<file path="src/rtl/cld_pkg.sv">
// Shared types and constants for the text command line decoder.
// Holds the command class codes, the character codes and the pattern tables.
// No dependencies; cld_decode and the top level refer to it by scoped names.
package cld_pkg;

  // Command class reported with each completed line.
  typedef enum logic [2:0] {
    CLS_LOG     = 3'd0,
    CLS_OFF     = 3'd1,
    CLS_STOP    = 3'd2,
    CLS_START   = 3'd3,
    CLS_SCALE_F = 3'd4,
    CLS_SCALE_C = 3'd5,
    CLS_PERIOD  = 3'd6,
    CLS_UNREC   = 3'd7
  } cld_class_t;

  localparam logic [7:0] CHAR_NUL  = 8'h00;
  localparam logic [7:0] CHAR_EOT  = 8'h04;
  localparam logic [7:0] CHAR_LF   = 8'h0A;
  localparam logic [7:0] CHAR_ZERO = 8'h30;
  localparam logic [7:0] CHAR_NINE = 8'h39;

  localparam int unsigned NUM_PAT = 7;
  localparam int unsigned PAT_MAX = 7;

  // Pattern index order: LOG, OFF, STOP, START, SCALE=F, SCALE=C, PERIOD=.
  localparam int unsigned PAT_LOG     = 0;
  localparam int unsigned PAT_OFF     = 1;
  localparam int unsigned PAT_STOP    = 2;
  localparam int unsigned PAT_START   = 3;
  localparam int unsigned PAT_SCALE_F = 4;
  localparam int unsigned PAT_SCALE_C = 5;
  localparam int unsigned PAT_PERIOD  = 6;

  localparam logic [7:0] PAT_TEXT [NUM_PAT][PAT_MAX] = '{
    '{"L", "O", "G", 8'h00, 8'h00, 8'h00, 8'h00},
    '{"O", "F", "F", 8'h00, 8'h00, 8'h00, 8'h00},
    '{"S", "T", "O", "P", 8'h00, 8'h00, 8'h00},
    '{"S", "T", "A", "R", "T", 8'h00, 8'h00},
    '{"S", "C", "A", "L", "E", "=", "F"},
    '{"S", "C", "A", "L", "E", "=", "C"},
    '{"P", "E", "R", "I", "O", "D", "="}
  };

  localparam logic [3:0] PAT_LEN [NUM_PAT] = '{
    4'd3, 4'd3, 4'd4, 4'd5, 4'd7, 4'd7, 4'd7
  };

  localparam logic [3:0] POS_MAX     = 4'd15;
  localparam logic [3:0] DIGIT_START = 4'd7;
  localparam logic [3:0] LOG_MIN     = 4'd3;
  localparam logic [3:0] PERIOD_MIN  = 4'd8;

  // Status of the byte at the decoder input, passed to the top level.
  typedef struct packed {
    logic       produce;   // this byte completes a line and yields a transaction
    logic       halted;    // decoder has seen OFF and ignores all bytes
    cld_class_t cls;
    logic       run;
    logic       celsius;
  } cld_status_t;

endpackage

</file>
<file path="src/rtl/cld_byte_if.sv">
// Input channel interface: one received ASCII byte per transaction.
// Depends on nothing.
interface cld_byte_if;
  logic       valid;
  logic       ready;
  logic [7:0] in_byte;

  modport source (output valid, output in_byte, input ready);
  modport sink   (input valid, input in_byte, output ready);
endinterface

</file>
<file path="src/rtl/cld_result_if.sv">
// Result channel interface: command class and live settings per completed line.
// Depends on nothing; PERIOD_WIDTH must match the decoder's parameter.
interface cld_result_if #(
  parameter int unsigned PERIOD_WIDTH = 16
);
  logic                    valid;
  logic                    ready;
  logic [2:0]              command_class;
  logic                    run_enable;
  logic                    celsius_selected;
  logic [PERIOD_WIDTH-1:0] period_value;

  modport source (output valid, output command_class, output run_enable,
                  output celsius_selected, output period_value, input ready);
  modport sink   (input valid, input command_class, input run_enable,
                  input celsius_selected, input period_value, output ready);
endinterface

</file>
<file path="src/rtl/cld_decode.sv">
// Line state and live settings of the command line decoder, one byte per cycle while en is high.
// Depends on cld_pkg for the pattern tables, class codes and status struct.
module cld_decode #(
  parameter int unsigned PERIOD_WIDTH = 16
) (
  input  logic                      clk,
  input  logic                      rst_n,
  input  logic                      en,
  input  logic [7:0]                byte_val,
  output cld_pkg::cld_status_t      st,
  output logic [PERIOD_WIDTH-1:0]   period_o
);

  localparam int unsigned PW = PERIOD_WIDTH;

  logic [3:0]                  pos_r, pos_nxt;
  logic [cld_pkg::NUM_PAT-1:0] flags_r, flags_nxt;
  logic [PW-1:0]               acc_r, acc_nxt;
  logic                        ended_r, ended_nxt;
  logic                        run_r, run_nxt;
  logic                        cel_r, cel_nxt;
  logic [PW-1:0]               per_r, per_nxt;
  logic                        halted_r, halted_nxt;

  logic                        drop;
  logic                        is_lf;
  logic                        is_digit;
  logic [PW+3:0]               prod;
  cld_pkg::cld_class_t         cls;

  // Classification of the line collected so far, in priority order.
  always_comb begin
    priority if (flags_r[cld_pkg::PAT_LOG] && pos_r >= cld_pkg::LOG_MIN) begin
      cls = cld_pkg::CLS_LOG;
    end else if (flags_r[cld_pkg::PAT_OFF] &&
                 pos_r == cld_pkg::PAT_LEN[cld_pkg::PAT_OFF]) begin
      cls = cld_pkg::CLS_OFF;
    end else if (flags_r[cld_pkg::PAT_STOP] &&
                 pos_r == cld_pkg::PAT_LEN[cld_pkg::PAT_STOP]) begin
      cls = cld_pkg::CLS_STOP;
    end else if (flags_r[cld_pkg::PAT_START] &&
                 pos_r == cld_pkg::PAT_LEN[cld_pkg::PAT_START]) begin
      cls = cld_pkg::CLS_START;
    end else if (flags_r[cld_pkg::PAT_SCALE_F] &&
                 pos_r == cld_pkg::PAT_LEN[cld_pkg::PAT_SCALE_F]) begin
      cls = cld_pkg::CLS_SCALE_F;
    end else if (flags_r[cld_pkg::PAT_SCALE_C] &&
                 pos_r == cld_pkg::PAT_LEN[cld_pkg::PAT_SCALE_C]) begin
      cls = cld_pkg::CLS_SCALE_C;
    end else if (flags_r[cld_pkg::PAT_PERIOD] && pos_r >= cld_pkg::PERIOD_MIN) begin
      cls = cld_pkg::CLS_PERIOD;
    end else begin
      cls = cld_pkg::CLS_UNREC;
    end
  end

  assign drop     = halted_r || byte_val == cld_pkg::CHAR_NUL ||
                    byte_val == cld_pkg::CHAR_EOT;
  assign is_lf    = byte_val == cld_pkg::CHAR_LF;
  assign is_digit = byte_val >= cld_pkg::CHAR_ZERO && byte_val <= cld_pkg::CHAR_NINE;
  // Times ten as two shifts and an add, plus the new digit.
  assign prod = ({4'b0, acc_r} << 3) + ({4'b0, acc_r} << 1)
              + (PW+4)'(byte_val[3:0]);

  always_comb begin
    pos_nxt    = pos_r;
    flags_nxt  = flags_r;
    acc_nxt    = acc_r;
    ended_nxt  = ended_r;
    run_nxt    = run_r;
    cel_nxt    = cel_r;
    per_nxt    = per_r;
    halted_nxt = halted_r;

    if (!drop && !is_lf) begin
      for (int k = 0; k < cld_pkg::NUM_PAT; k++) begin
        if (pos_r < cld_pkg::PAT_LEN[k] &&
            cld_pkg::PAT_TEXT[k][pos_r[2:0]] != byte_val) begin
          flags_nxt[k] = 1'b0;
        end
      end
      if (pos_r >= cld_pkg::DIGIT_START && !ended_r) begin
        if (is_digit) begin
          acc_nxt = (prod > {4'b0, {PW{1'b1}}}) ? {PW{1'b1}} : prod[PW-1:0];
        end else begin
          ended_nxt = 1'b1;
        end
      end
      if (pos_r != cld_pkg::POS_MAX) begin
        pos_nxt = pos_r + 4'd1;
      end
    end

    if (!drop && is_lf) begin
      unique case (cls)
        cld_pkg::CLS_OFF: begin
          run_nxt    = 1'b0;
          halted_nxt = 1'b1;
        end
        cld_pkg::CLS_STOP:    run_nxt = 1'b0;
        cld_pkg::CLS_START:   run_nxt = 1'b1;
        cld_pkg::CLS_SCALE_F: cel_nxt = 1'b0;
        cld_pkg::CLS_SCALE_C: cel_nxt = 1'b1;
        cld_pkg::CLS_PERIOD:  per_nxt = acc_r;
        default: begin
        end
      endcase
      pos_nxt   = '0;
      flags_nxt = '1;
      acc_nxt   = '0;
      ended_nxt = 1'b0;
    end

    st.produce = !drop && is_lf;
    st.halted  = halted_r;
    st.cls     = cls;
    st.run     = run_nxt;
    st.celsius = cel_nxt;
    period_o   = per_nxt;
  end

  always_ff @(posedge clk) begin
    if (!rst_n) begin
      pos_r    <= '0;
      flags_r  <= '1;
      acc_r    <= '0;
      ended_r  <= 1'b0;
      run_r    <= 1'b1;
      cel_r    <= 1'b0;
      per_r    <= PW'(1);
      halted_r <= 1'b0;
    end else if (en) begin
      pos_r    <= pos_nxt;
      flags_r  <= flags_nxt;
      acc_r    <= acc_nxt;
      ended_r  <= ended_nxt;
      run_r    <= run_nxt;
      cel_r    <= cel_nxt;
      per_r    <= per_nxt;
      halted_r <= halted_nxt;
    end
  end

endmodule

</file>
<file path="src/rtl/text_command_line_decoder.sv">
// Top level of the sensor node text command line decoder.
// Depends on cld_pkg, cld_byte_if, cld_result_if and cld_decode.
//
//   Channel | Direction | Transaction carries
//   --------+-----------+---------------------------------------------------
//   in_ch   | sink      | in_byte: one received ASCII byte
//   out_ch  | source    | command_class, run_enable, celsius_selected,
//           |           | period_value: one per completed command line
//
// A byte accepted into the input register is decoded from it, and when it ends a line
// its transaction loads the output register; while the input is not held up, one byte is
// taken every cycle. The input is held up only when a line ends while an earlier
// transaction still waits in the output register.
// Reset is synchronous and active low: the line state clears, running is on,
// Fahrenheit is selected and the period value is one.

module text_command_line_decoder #(
  parameter int unsigned PERIOD_WIDTH = 16
) (
  input  logic                clk,
  input  logic                rst_n,
  cld_byte_if.sink            in_ch,
  cld_result_if.source        out_ch
);

  localparam int unsigned PW = PERIOD_WIDTH;

  // Input register: holds one byte until the decoder has consumed it.
  logic       byte_vld_r, byte_vld_nxt;
  logic [7:0] byte_r;

  // Output register: the transaction offered on the result channel.
  logic                out_vld_r, out_vld_nxt;
  cld_pkg::cld_class_t cls_r;
  logic                run_r;
  logic                cel_r;
  logic [PW-1:0]       per_r;

  cld_pkg::cld_status_t st;
  logic [PW-1:0]        per_dec;
  logic                 advance;
  logic                 load_out;
  logic                 in_take;

  // The decoder consumes the held byte unless that byte ends a line while the
  // output register is still occupied and not being emptied this cycle.
  assign advance  = byte_vld_r &&
                    (!st.produce || !out_vld_r || out_ch.ready);
  assign load_out = advance && st.produce;
  assign in_take  = in_ch.valid && in_ch.ready;

  // A new byte can enter whenever the held byte is gone or leaves this cycle.
  assign in_ch.ready = !byte_vld_r || advance;

  cld_decode #(
    .PERIOD_WIDTH (PW)
  ) u_decode (
    .clk      (clk),
    .rst_n    (rst_n),
    .en       (advance),
    .byte_val (byte_r),
    .st       (st),
    .period_o (per_dec)
  );

  always_comb begin
    byte_vld_nxt = byte_vld_r;
    if (in_take) begin
      byte_vld_nxt = 1'b1;
    end else if (advance) begin
      byte_vld_nxt = 1'b0;
    end

    out_vld_nxt = out_vld_r;
    if (load_out) begin
      out_vld_nxt = 1'b1;
    end else if (out_ch.ready) begin
      out_vld_nxt = 1'b0;
    end
  end

  always_ff @(posedge clk) begin
    if (!rst_n) begin
      byte_vld_r <= 1'b0;
      out_vld_r  <= 1'b0;
    end else begin
      byte_vld_r <= byte_vld_nxt;
      out_vld_r  <= out_vld_nxt;
    end
  end

  // Payload registers need no reset; they are qualified by the valid flags.
  always_ff @(posedge clk) begin
    if (in_take) begin
      byte_r <= in_ch.in_byte;
    end
    if (load_out) begin
      cls_r <= st.cls;
      run_r <= st.run;
      cel_r <= st.celsius;
      per_r <= per_dec;
    end
  end

  assign out_ch.valid            = out_vld_r;
  assign out_ch.command_class    = cls_r;
  assign out_ch.run_enable       = run_r;
  assign out_ch.celsius_selected = cel_r;
  assign out_ch.period_value     = per_r;

  // Once halted, the decoder must never produce another transaction.
  a_halt_silent : assert property (@(posedge clk) disable iff (!rst_n)
    st.halted |-> !st.produce)
    else $error("decoder produced a transaction while halted");

  // An OFF line always reports the run flag as cleared.
  a_off_stops : assert property (@(posedge clk) disable iff (!rst_n)
    (st.produce && st.cls == cld_pkg::CLS_OFF) |-> !st.run)
    else $error("OFF line reported with running still enabled");

  // A new transaction never overwrites one that is still waiting.
  a_no_overwrite : assert property (@(posedge clk) disable iff (!rst_n)
    load_out |-> !(out_vld_r && !out_ch.ready))
    else $error("output register overwritten while stalled");

endmodule
</file>
<file path="src/flat_wrapper.sv">
// flat-port wrapper written by rule: the top's interface ports become plain ports
module text_command_line_decoder_flat 
#(
  parameter int unsigned PERIOD_WIDTH = 16
)
  (clk, rst_n, in_ch_valid, in_ch_in_byte, in_ch_ready, out_ch_valid, out_ch_command_class, out_ch_run_enable, out_ch_celsius_selected, out_ch_period_value, out_ch_ready);
  cld_byte_if in_ch_i ();
  cld_result_if #(.PERIOD_WIDTH(PERIOD_WIDTH)) out_ch_i ();
  input  logic clk;
  input  logic rst_n;
  input wire logic [$bits(in_ch_i.valid)-1:0] in_ch_valid;
  input wire logic [$bits(in_ch_i.in_byte)-1:0] in_ch_in_byte;
  output wire logic [$bits(in_ch_i.ready)-1:0] in_ch_ready;
  output wire logic [$bits(out_ch_i.valid)-1:0] out_ch_valid;
  output wire logic [$bits(out_ch_i.command_class)-1:0] out_ch_command_class;
  output wire logic [$bits(out_ch_i.run_enable)-1:0] out_ch_run_enable;
  output wire logic [$bits(out_ch_i.celsius_selected)-1:0] out_ch_celsius_selected;
  output wire logic [$bits(out_ch_i.period_value)-1:0] out_ch_period_value;
  input wire logic [$bits(out_ch_i.ready)-1:0] out_ch_ready;
  assign in_ch_i.valid = in_ch_valid;
  assign in_ch_i.in_byte = in_ch_in_byte;
  assign in_ch_ready = in_ch_i.ready;
  assign out_ch_valid = out_ch_i.valid;
  assign out_ch_command_class = out_ch_i.command_class;
  assign out_ch_run_enable = out_ch_i.run_enable;
  assign out_ch_celsius_selected = out_ch_i.celsius_selected;
  assign out_ch_period_value = out_ch_i.period_value;
  assign out_ch_i.ready = out_ch_ready;
  text_command_line_decoder #(.PERIOD_WIDTH(PERIOD_WIDTH)) u_core (.clk(clk), .rst_n(rst_n), .in_ch(in_ch_i), .out_ch(out_ch_i));
endmodule
</file>
<file path="config.mk">
export PLATFORM = sky130hd
export DESIGN_NAME = text_command_line_decoder_flat
export DESIGN_NICKNAME = d
export VERILOG_FILES = /design/src/rtl/cld_pkg.sv /design/src/rtl/cld_byte_if.sv /design/src/rtl/cld_result_if.sv /design/src/rtl/cld_decode.sv /design/src/rtl/text_command_line_decoder.sv /design/src/flat_wrapper.sv
export SDC_FILE = /design/constraint.sdc
export NUM_CORES = 1
export LEC_CHECK = 0
export ABC_AREA = 0
export BUFFER_PORTS_ARGS = -buffer_cell sky130_fd_sc_hd__buf_2
export CORE_ASPECT_RATIO = 1.25
export CORE_MARGIN = 5
export CORE_UTILIZATION = 55
export CTS_BUF_LIST = sky130_fd_sc_hd__clkbuf_8
export CTS_CLUSTER_SIZE = 40
export DETAILED_ROUTE_END_ITERATION = 10
export GPL_TIMING_DRIVEN = 0
export PLACE_DENSITY = 0.89
export SETUP_SLACK_MARGIN = 0.2
export SYNTH_ARGS = -nofsm -noshare
export SYNTH_HDL_FRONTEND = slang
export SYNTH_SLANG_ARGS = --single-unit
</file>
<file path="constraint.sdc">
create_clock -name clk -period 3.25 [get_ports clk]
set_input_delay 0 -clock clk [delete_from_list [all_inputs] [get_ports clk]]
set_output_delay 0 -clock clk [all_outputs]
set_load 0.01 [all_outputs]
</file>
==> After elaboration in Yosys (flattened, before gate mapping) <==
Memories as Yosys holds them, arrays and structs flattened.
Cells that the tools add are included.
{ "totals": {"regBits": 78, "mem_bits_ro": 448, "elab_cells": 174, "memories": 7} }
{ "mem_list": {"columns": ["memory", "words", "width", "read_ports", "rd_ports_with_merged_regs", "write_ports", "line", "rtl"], "rows": [
  ["(name not given)", 8, 8, 1, 0, 0, "cld_decode.sv:78", "cld_pkg::PAT_TEXT[k][pos_r[2:0]] != byte_val) begin"],
  ["(name not given)", 8, 8, 1, 0, 0, "cld_decode.sv:78", null],
  ["(name not given)", 8, 8, 1, 0, 0, "cld_decode.sv:78", null],
  ["(name not given)", 8, 8, 1, 0, 0, "cld_decode.sv:78", null],
  ["(name not given)", 8, 8, 1, 0, 0, "cld_decode.sv:78", null],
  ["(name not given)", 8, 8, 1, 0, 0, "cld_decode.sv:78", null],
  ["1 more memories", null, null, null, null, null, null, null]
]} }
{ "classes": {"add_sub_neg": 3, "magnitude_cmp": 11, "eq_ne": 21, "n_mux": 52, "bitwise": 1, "reduce_logical": 58} }
{ "op_table": {"columns": ["op", "count"], "rows": [
  ["$mux 16", 7],
  ["$mux 8", 14],
  ["$ne 8x8->1", 7],
  ["$reduce_and 3->1", 9],
  ["$reduce_bool 2->1", 13],
  ["$logic_and 1x1->1", 21],
  ["$add 19x17->20", 1],
  ["$add 20x4->20", 1],
  ["$gt 20x16->1 const B", 1],
  ["$mux 1", 18],
  ["$mux 7", 2],
  ["$eq 4x3->1 const B", 3],
  ["$lt 4x3->1 const B", 3],
  ["$mux 3", 4],
  ["$mux 4", 3],
  ["$eq 3x3->1 const B", 3],
  ["$eq 8x3->1 const B", 1],
  ["$eq 8x4->1 const B", 1],
  ["$ge 4x4->1 const B", 2],
  ["$ge 8x6->1 const B", 1],
  ["$le 8x6->1 const B", 1],
  ["$logic_not 8->1", 1],
  ["$reduce_and 4->1", 2],
  ["$eq 3x2->1 const B", 2],
  ["other kinds (14)", 25]
]} }

==> Logic depth before layout (Yosys ltp) <==
Gate-level depths: netlist (run 1).
{ "logic_depth": {"depth_word": 13, "ltp_mapped": 12} }

==> Hierarchy <==
A second synthesis (run 1) with hierarchy kept.
{ "unflattened": {"cells_unflattened": 558, "hier_area_um2": 5098.6} }
{ "by_module_without_submodules": {"columns": ["mod", "instances", "cells_per_inst", "area_each_um2", "seq_area_each_um2"], "rows": [
  ["cld_decode", 1, 517, 4110.2, 940.9],
  ["text_command_line_decoder", 1, 41, 988.4, 910.9]
]} }

==> Least setup slack after synthesis (run 1) <==
No wires, ideal clock.
{ "synth_timing": {"kind": "reg2reg", "startpoint": "register u_core.byte_r[3]", "endpoint": "register u_core.u_decode.acc_r[15]", "arrival_time_ns": 3.056, "required_ns": 3.119, "path_slack_ns": 0.063, "path_stages_with_launch": 12, "n_path_buf": 1, "path_cell_list": "edfxtp_1 -> fa_1 -> ha_1 -> a211oi_1 -> o21bai_1 -> o2111a_1 -> a2111oi_4 -> o221ai_1 -> mux2_4 -> nor2_4 -> buf_4 -> o21ai_0"} }
{ "synth_via": {"elab_chain_len": 10, "elab_cells_between_ends": 27, "cone_classes": "add/sub: 1; order compare: 3; eq/ne: 2; mux: 5; reduce/logical: 16"} }
{ "synth_rtl": {"columns": ["element", "line", "rtl"], "rows": [
  ["start, declared", "text_command_line_decoder.sv:30", "logic [7:0] byte_r;"],
  ["start signal, assigned", "text_command_line_decoder.sv:95", "byte_r <= in_ch.in_byte;"],
  ["branches (longest 10 deep; another with $add 20x4->20)", null, null],
  ["end signal, assigned", "cld_decode.sv:135", "acc_r <= acc_nxt;"],
  ["end, declared", "cld_decode.sv:18", "logic [PW-1:0] acc_r, acc_nxt;"]
]} }
Several ways; the timed one is not identified. The select of a mux whose other input is x is not followed.
A chain may end at the register's enable or synchronous reset.

==> Worst setup path after layout (run 1) <==
{ "layout_timing": {"startpoint": "register u_core.byte_r[3]", "endpoint": "register u_core.u_decode.acc_r[6]"} }
Same word-level chain as after synthesis.

==> impl_metrics.json, run 1 <==
{
  "powerDensity_nw_per_um2": 352,
  "rows": 38,
  "reg2reg_slack_ns": -0.08,
  "gp_congestion": 0.909,
  "synth_area_leaders": "dfxtp_1 (20%), edfxtp_1 (18%), ha_1 (10%)",
  "pwr-share-clk": 0.393,
  "hold_ws_ns": 0.115,
  "rsz0062_at_grt": "true",
  "avgViaCountPerCell": 5.98,
  "numPortBuffers": 34,
  "switching_share": 0.240,
  "fp.dieH_um": 116,
  "synth_fp_nets": 570,
  "ant_nets": 0,
  "finalSetupViolations": 13,
  "max_cap_violations": 0,
  "final_nets": 638,
  "final_common_cell": "nand2_1",
  "intPower_uw": 1530,
  "worstRegToRegCells": 12,
  "final-max-slew-violation-count": 0,
  "power_leakage_uw": 0.00227,
  "fin_crit_ns": 3.33,
  "cts_sinks": 78,
  "yosysUniqueCellTypes": 67,
  "cts_tree": "yes",
  "final_util": 0.657,
  "clk_path_buf_depth": 2,
  "vias": 4237,
  "core_area_sq_um": 8700,
  "wl_per_cell_um": 17.5,
  "grt_pass1_wl_mm": 20.2,
  "ys_ff_latch": 78,
  "fmax_mhz": 300,
  "drcViolationCount": 0,
  "whs_endpoint": "u_core.u_decode.acc_r[9]",
  "critPathMaxFanout": 6,
  "grt_pass1_vias": 4310,
  "crit_type": "reg -> reg",
  "synth_warnings": 0,
  "clk_latency_ns": 0.36,
  "area_growth_pct": 16.7,
  "ys.flop_type": "dfxtp_1",
  "fp.dieW_um": 94.4,
  "end_kind": "flop",
  "comb_power_share": 0.087,
  "stdcell_count": 709,
  "grt.total_usage": 0.235,
  "slew_headroom": 0.319,
  "worstReg2RegEnd": "u_core.u_decode.acc_r[6]",
  "seq_power_share": 0.520,
  "yosysTopAreaCellShare": 0.200,
  "post-route-period-util": 1.02,
  "grt_overflow_total": 0,
  "netlist_area_sq_um": 4900,
  "netSwitchingPower_uw": 483,
  "drt_pass1_iterations": 5,
  "hpwlAfterDp_mm": 8.81,
  "dieArea_sq_um": 10900,
  "holdCritPathClass": "in -> reg",
  "drt_wl_total_mm": 12.4,
  "synth-edff-count": 29,
  "min_from": "rst_n",
  "drt_iter0_drc": 278,
  "ys_seq_area_frac": 0.378,
  "initial_core_util": 0.563,
  "crit_arrival_ns": 3.55,
  "violations": "setup timing",
  "final_layout_size_suffix_gt1_frac": 0.224,
  "hold_violations": 0,
  "synth_area_leader_cell": "dfxtp_1",
  "r2r-start": "u_core.byte_r[3]",
  "skew_ns": 0.00851,
  "whs_path_depth": 3,
  "cts_root_buf": "clkbuf_8",
  "numCtsBuffers": 9,
  "htree_levels": 3,
  "critPathRequiredTime_ns": 3.47,
  "async_reset_ff_frac": 0,
  "start_kind": "flop",
  "peakVddDrop_mv": 0.198,
  "layout_setup_ws_ns": -0.0805,
  "syn_inst": 516,
  "antenna_found_initial": 0,
  "final_cell_mix": "nand2_1 (52), dfxtp_1 (47), a21oi_1 (44)",
  "dpl.cell_count": 670,
  "antenna_cells": 0,
  "grt_start_max_net_pins": 26,
  "worstMarginPinSlew_ns": 1.02,
  "status": "finished with violations",
  "cts.reportedPaths.clkPinSlew_ns": 0.08,
  "syn_area_per_cell_sq_um": 9.49,
  "pin_count": 35
}
[power groups by stage]
stage,clock (uW),combinational (uW),sequential [uW]
6_report,791,176,1050
5_1_grt,849,193,1050
4_1_cts,796,166,1040
3_5_place_dp,0,151,1070
3_3_place_gp,0,147,1070
2_1_floorplan,0,116,1060
[final cells by class]
| cell class | count | area (sq um) |
|---|---|---|
| clock inverters | 7 | 88.8 |
| flip-flops and latches | 78 | 1850 |
| multi-input cells | 399 | 2930 |
| repair buffers | 57 | 378 |
| plain buffers | 27 | 144 |
| fillers | 648 | 2980 |
| well taps | 120 | 150 |
| inverters | 12 | 45.0 |
| clock buffers | 9 | 124 |
[worst max-delay path by stage]
stage	start	to	slack, ns	cells after the start
floorplan	u_core.byte_r[3]	u_core.u_decode.acc_r[15]	0.20	11
global placement	u_core.byte_r[3]	u_core.u_decode.acc_r[6]	-0.16	11
detailed placement	u_core.byte_r[3]	u_core.u_decode.acc_r[7]	-0.26	11
CTS	u_core.byte_r[3]	u_core.u_decode.acc_r[7]	-0.10	12
global route	u_core.byte_r[3]	u_core.u_decode.acc_r[7]	-0.21	12
finish	u_core.byte_r[3]	u_core.u_decode.acc_r[6]	-0.08	12
[timing repair]
item | 4_1_cts | 5_1_grt
hold buffers | 11 | 0
pin swaps | 9 | 4
buffers inserted | 7 | 4
gates resized for setup | 9 | 14
cloned | 0 | 1
endpoints found under the setup margin | 55 | 37
hold endpoints to repair | 10 | 0
[metal layers]
layer  global-route usage  share of wire
met1                0.256           0.39
met2                0.416           0.51
met3               0.0506          0.052
met4                0.140          0.045
met5                    0              0
[state kept, by name (all words and copies together) (netlist names)]
signal,cells
u_core.u_decode.cel_r,1
u_core.byte_vld_r,1
u_core.u_decode.pos_r,4
u_core.u_decode.per_r,16
u_core.u_decode.halted_r,1
u_core.u_decode.run_r,1
u_core.u_decode.flags_r,7
u_core.u_decode.ended_r,1
u_core.byte_r,8
u_core.out_ch.celsius_selected,1
u_core.out_ch.command_class,3
u_core.u_decode.acc_r,16
u_core.out_ch.valid,1
u_core.out_ch.period_value,16
u_core.out_ch.run_enable,1
[Yosys cell counts, drive strengths merged (2+ instances only)]
cell type,n
or3,4
a22o,3
nor3,11
a21boi,2
a221oi,2
inv,12
o21a,4
nor3b,3
and3,5
fa,2
and2,3
mux2i,3
o211ai,5
clkbuf,19
edfxtp,29
xnor2,14
nor2b,6
o41ai,2
a211oi,9
o21ai,30
buf,8
dfxtp,49
ha,40
mux2,19
o311ai,3
a31oi,6
nand4,7
nand3,14
a22oi,5
xor2,15
a21oi,54
o22ai,3
nor2,28
nand2b,9
nor4,7
a2111oi,2
nand2,61
a21o,5
or2,2
[kinds of logic (layout without fill, tap and decap cells)]
| family | count (synthesis) | after routing | share of synthesized area |
|---|---|---|---|
| AND/OR/NAND/NOR | 162 | 162 | 0.174 |
| AO/OA/AOI/OAI | 144 | 144 | 0.198 |
| adder cells (fa/ha/maj) | 42 | 42 | 0.110 |
| multiplexers | 22 | 22 | 0.0506 |
| XOR/XNOR | 29 | 29 | 0.0519 |
| buffers and inverters | 39 | 112 | 0.0375 |
| flip-flops | 78 | 78 | 0.378 |
[per-stage QoR]
stage	TNS, ns	power [uW]	instance area (sq um)	setup slack [ns]
6_report	-0.635	2010	5720	-0.0805
3_3_place_gp	-1.65	1210	5250	-0.162
2_1_floorplan	0	1180	4930	0.205
4_1_cts	-1.10	2010	5660	-0.104
3_5_place_dp	-3.36	1220	5250	-0.260
5_1_grt	-2.42	2090	5720	-0.206
[worst max-delay path, stage by stage, from the launching register on]
cell	delay [ns]
edfxtp_1	0.45
fa_2	0.48
fa_2	0.41
a21o_1	0.23
a221oi_4	0.32
o21ai_2	0.12
a211oi_2	0.22
mux2i_1	0.25
nand4_1	0.11
buf_4	0.17
nor2_4	0.19
buf_6	0.15
a211oi_1	0.08
Power figures use the tool's default switching activity.
==> run 2, diff against run 1 <==
- BUFFER_PORTS_ARGS: -buffer_cell sky130_fd_sc_hd__buf_2 -> default
- DONT_BUFFER_PORTS: default -> 1
- PLACE_DENSITY: 0.89 -> 0.85
- SYNTH_HIERARCHICAL: default -> 1
==> impl_metrics.json, run 2 <==
{
  "status": "finished, final reports clean",
  "end_kind": "flop",
  "initial_core_util": 0.561,
  "pre_cts_ws_ns": -0.243,
  "layout_setup_ws_ns": 0.0620,
  "peakVddDrop_mv": 0.246,
  "drt_wl_total_mm": 13.4,
  "drcViolationCount": 0,
  "cts.reportedPaths.clkPinSlew_ns": 0.08,
  "hpwlAfterDp_mm": 9.25,
  "area_growth_pct": 17.0,
  "power_leakage_uw": 0.00234,
  "dr_wl_met3_um": 578,
  "synth_warnings": 6,
  "wl_per_cell_um": 18.5,
  "vias": 4562,
  "cts_root_buf": "clkbuf_8",
  "post-route-period-util": 0.981,
  "grt.total_usage": 0.237,
  "hold_violations": 0,
  "dieArea_sq_um": 11300,
  "numPortBuffers": 0,
  "drt_pass1_iterations": 8,
  "place_area_sq_um": 5270,
  "final_nets": 651,
  "grt_overflow_total": 0,
  "netlist_area_sq_um": 5090,
  "powerDensity_nw_per_um2": 342,
  "grt_pass1_vias": 4389,
  "fp.dieH_um": 118,
  "clk_path_buf_depth": 2,
  "routed-wl-met2_mm": 7.13,
  "crit_type": "reg -> reg",
  "avgViaCountPerCell": 6.29,
  "skew_ns": 0.00930,
  "worstMarginPinSlew_ns": 0.719,
  "fin_crit_ns": 3.19,
  "drt_iter0_drc": 306,
  "stdcell_area_sq_um": 5950,
  "fmax_mhz": 314,
  "final_common_cell": "nand2_1",
  "max_cap_violations": 0,
  "cts_sinks": 78,
  "hold_ws_ns": 0.0834,
  "syn_inst": 557,
  "final_cell_mix": "nand2_1 (73), dfxtp_1 (46), a21oi_1 (43)",
  "final_layout_size_suffix_gt1_frac": 0.189,
  "cts_tree": "yes",
  "rows": 39,
  "dpl.cell_count": 681,
  "finalSetupViolations": 0,
  "grt_pass1_wl_mm": 21.3,
  "final-max-slew-violation-count": 0,
  "clk_latency_ns": 0.36,
  "wl_met1_mm": 5.14,
  "fp.dieW_um": 96.1,
  "rsz0062_at_grt": "true",
  "synth_fp_nets": 611,
  "grt_start_max_net_pins": 16,
  "antenna_found_initial": 0,
  "stdcell_count": 725,
  "routed.top_layer": "met4",
  "antenna_cells": 0,
  "gp_congestion": 0.889,
  "crit_arrival_ns": 3.47,
  "syn_area_per_cell_sq_um": 9.14,
  "holdCritPathClass": "in -> reg",
  "htree_levels": 3,
  "start_kind": "flop",
  "critPathRequiredTime_ns": 3.53,
  "numCtsBuffers": 9,
  "critPathMaxFanout": 8,
  "pin_count": 35,
  "core_area_sq_um": 9080,
  "slew_headroom": 0.520,
  "ant_nets": 0
}
run 2: area by class of cell:
cell class              instances  area, sq um
clock inverters                 7          104
fillers                       695         3120
inverters                      17         65.1
clock buffers                   9          124
plain buffers                  35          198
repair buffers                 29          263
flip-flops and latches         78         1860
well taps                     123          154
multi-input cells             427         3190
run 2: path summary, 6_finish.rpt:
path              slack, ns                  startpoint  cells past startpoint                    endpoint
hold / removal         0.08                       rst_n                      2    u_core/u_decode/per_r[5]
hold reg to reg        0.46  u_core/u_decode/flags_r[1]                      2  u_core/u_decode/flags_r[1]
setup / recovery       0.06   u_core/u_decode/acc_r[10]                     11    u_core/u_decode/acc_r[0]
setup reg to reg       0.06   u_core/u_decode/acc_r[10]                     11    u_core/u_decode/acc_r[0]
run 2: worst max-delay path, stage by stage, from the launching register on:
cell,delay (ns)
dfxtp_2,0.37
ha_1,0.30
ha_1,0.28
clkbuf_1,0.20
a21oi_1,0.22
or4b_2,0.60
o211ai_1,0.27
mux2i_2,0.35
buf_4,0.18
nor4_4,0.03
buf_4,0.16
o21ai_1,0.12
run 2: through the flow:
step            util  total power [uW]  setup TNS [ns]
5_1_grt        0.656              2110          -0.273
2_1_floorplan      -              1180               0
3_3_place_gp   0.579              1210           -2.70
6_report       0.656              2040               0
4_1_cts        0.637              2040               0
3_5_place_dp   0.581              1210           -4.14
run 2: report_power, final:
| part | internal (uW) | leakage, uW | switching [uW] |
|---|---|---|---|
| logic | 72.8 | 0.00155 | 97.2 |
| clock network | 441 | 0.000114 | 380 |
| registers | 1030 | 0.000678 | 21.7 |
| total | 1540 | 0.00234 | 499 |
run 2: repair_timing:
action	4_1_cts	5_1_grt
pin swaps	11	11
endpoints found under the hold margin	13	0
setup endpoints to repair	48	43
hold buffers	12	0
gates cloned	1	1
setup buffers	5	9
resized for setup	29	37
run 2: metal layers:
metal / track usage / up-vias
met1: 0.270 / 2201
met5: 0 / -
met2: 0.413 / 169
met4: 0.118 / 0
met3: 0.0396 / 58
li1: - / 2134
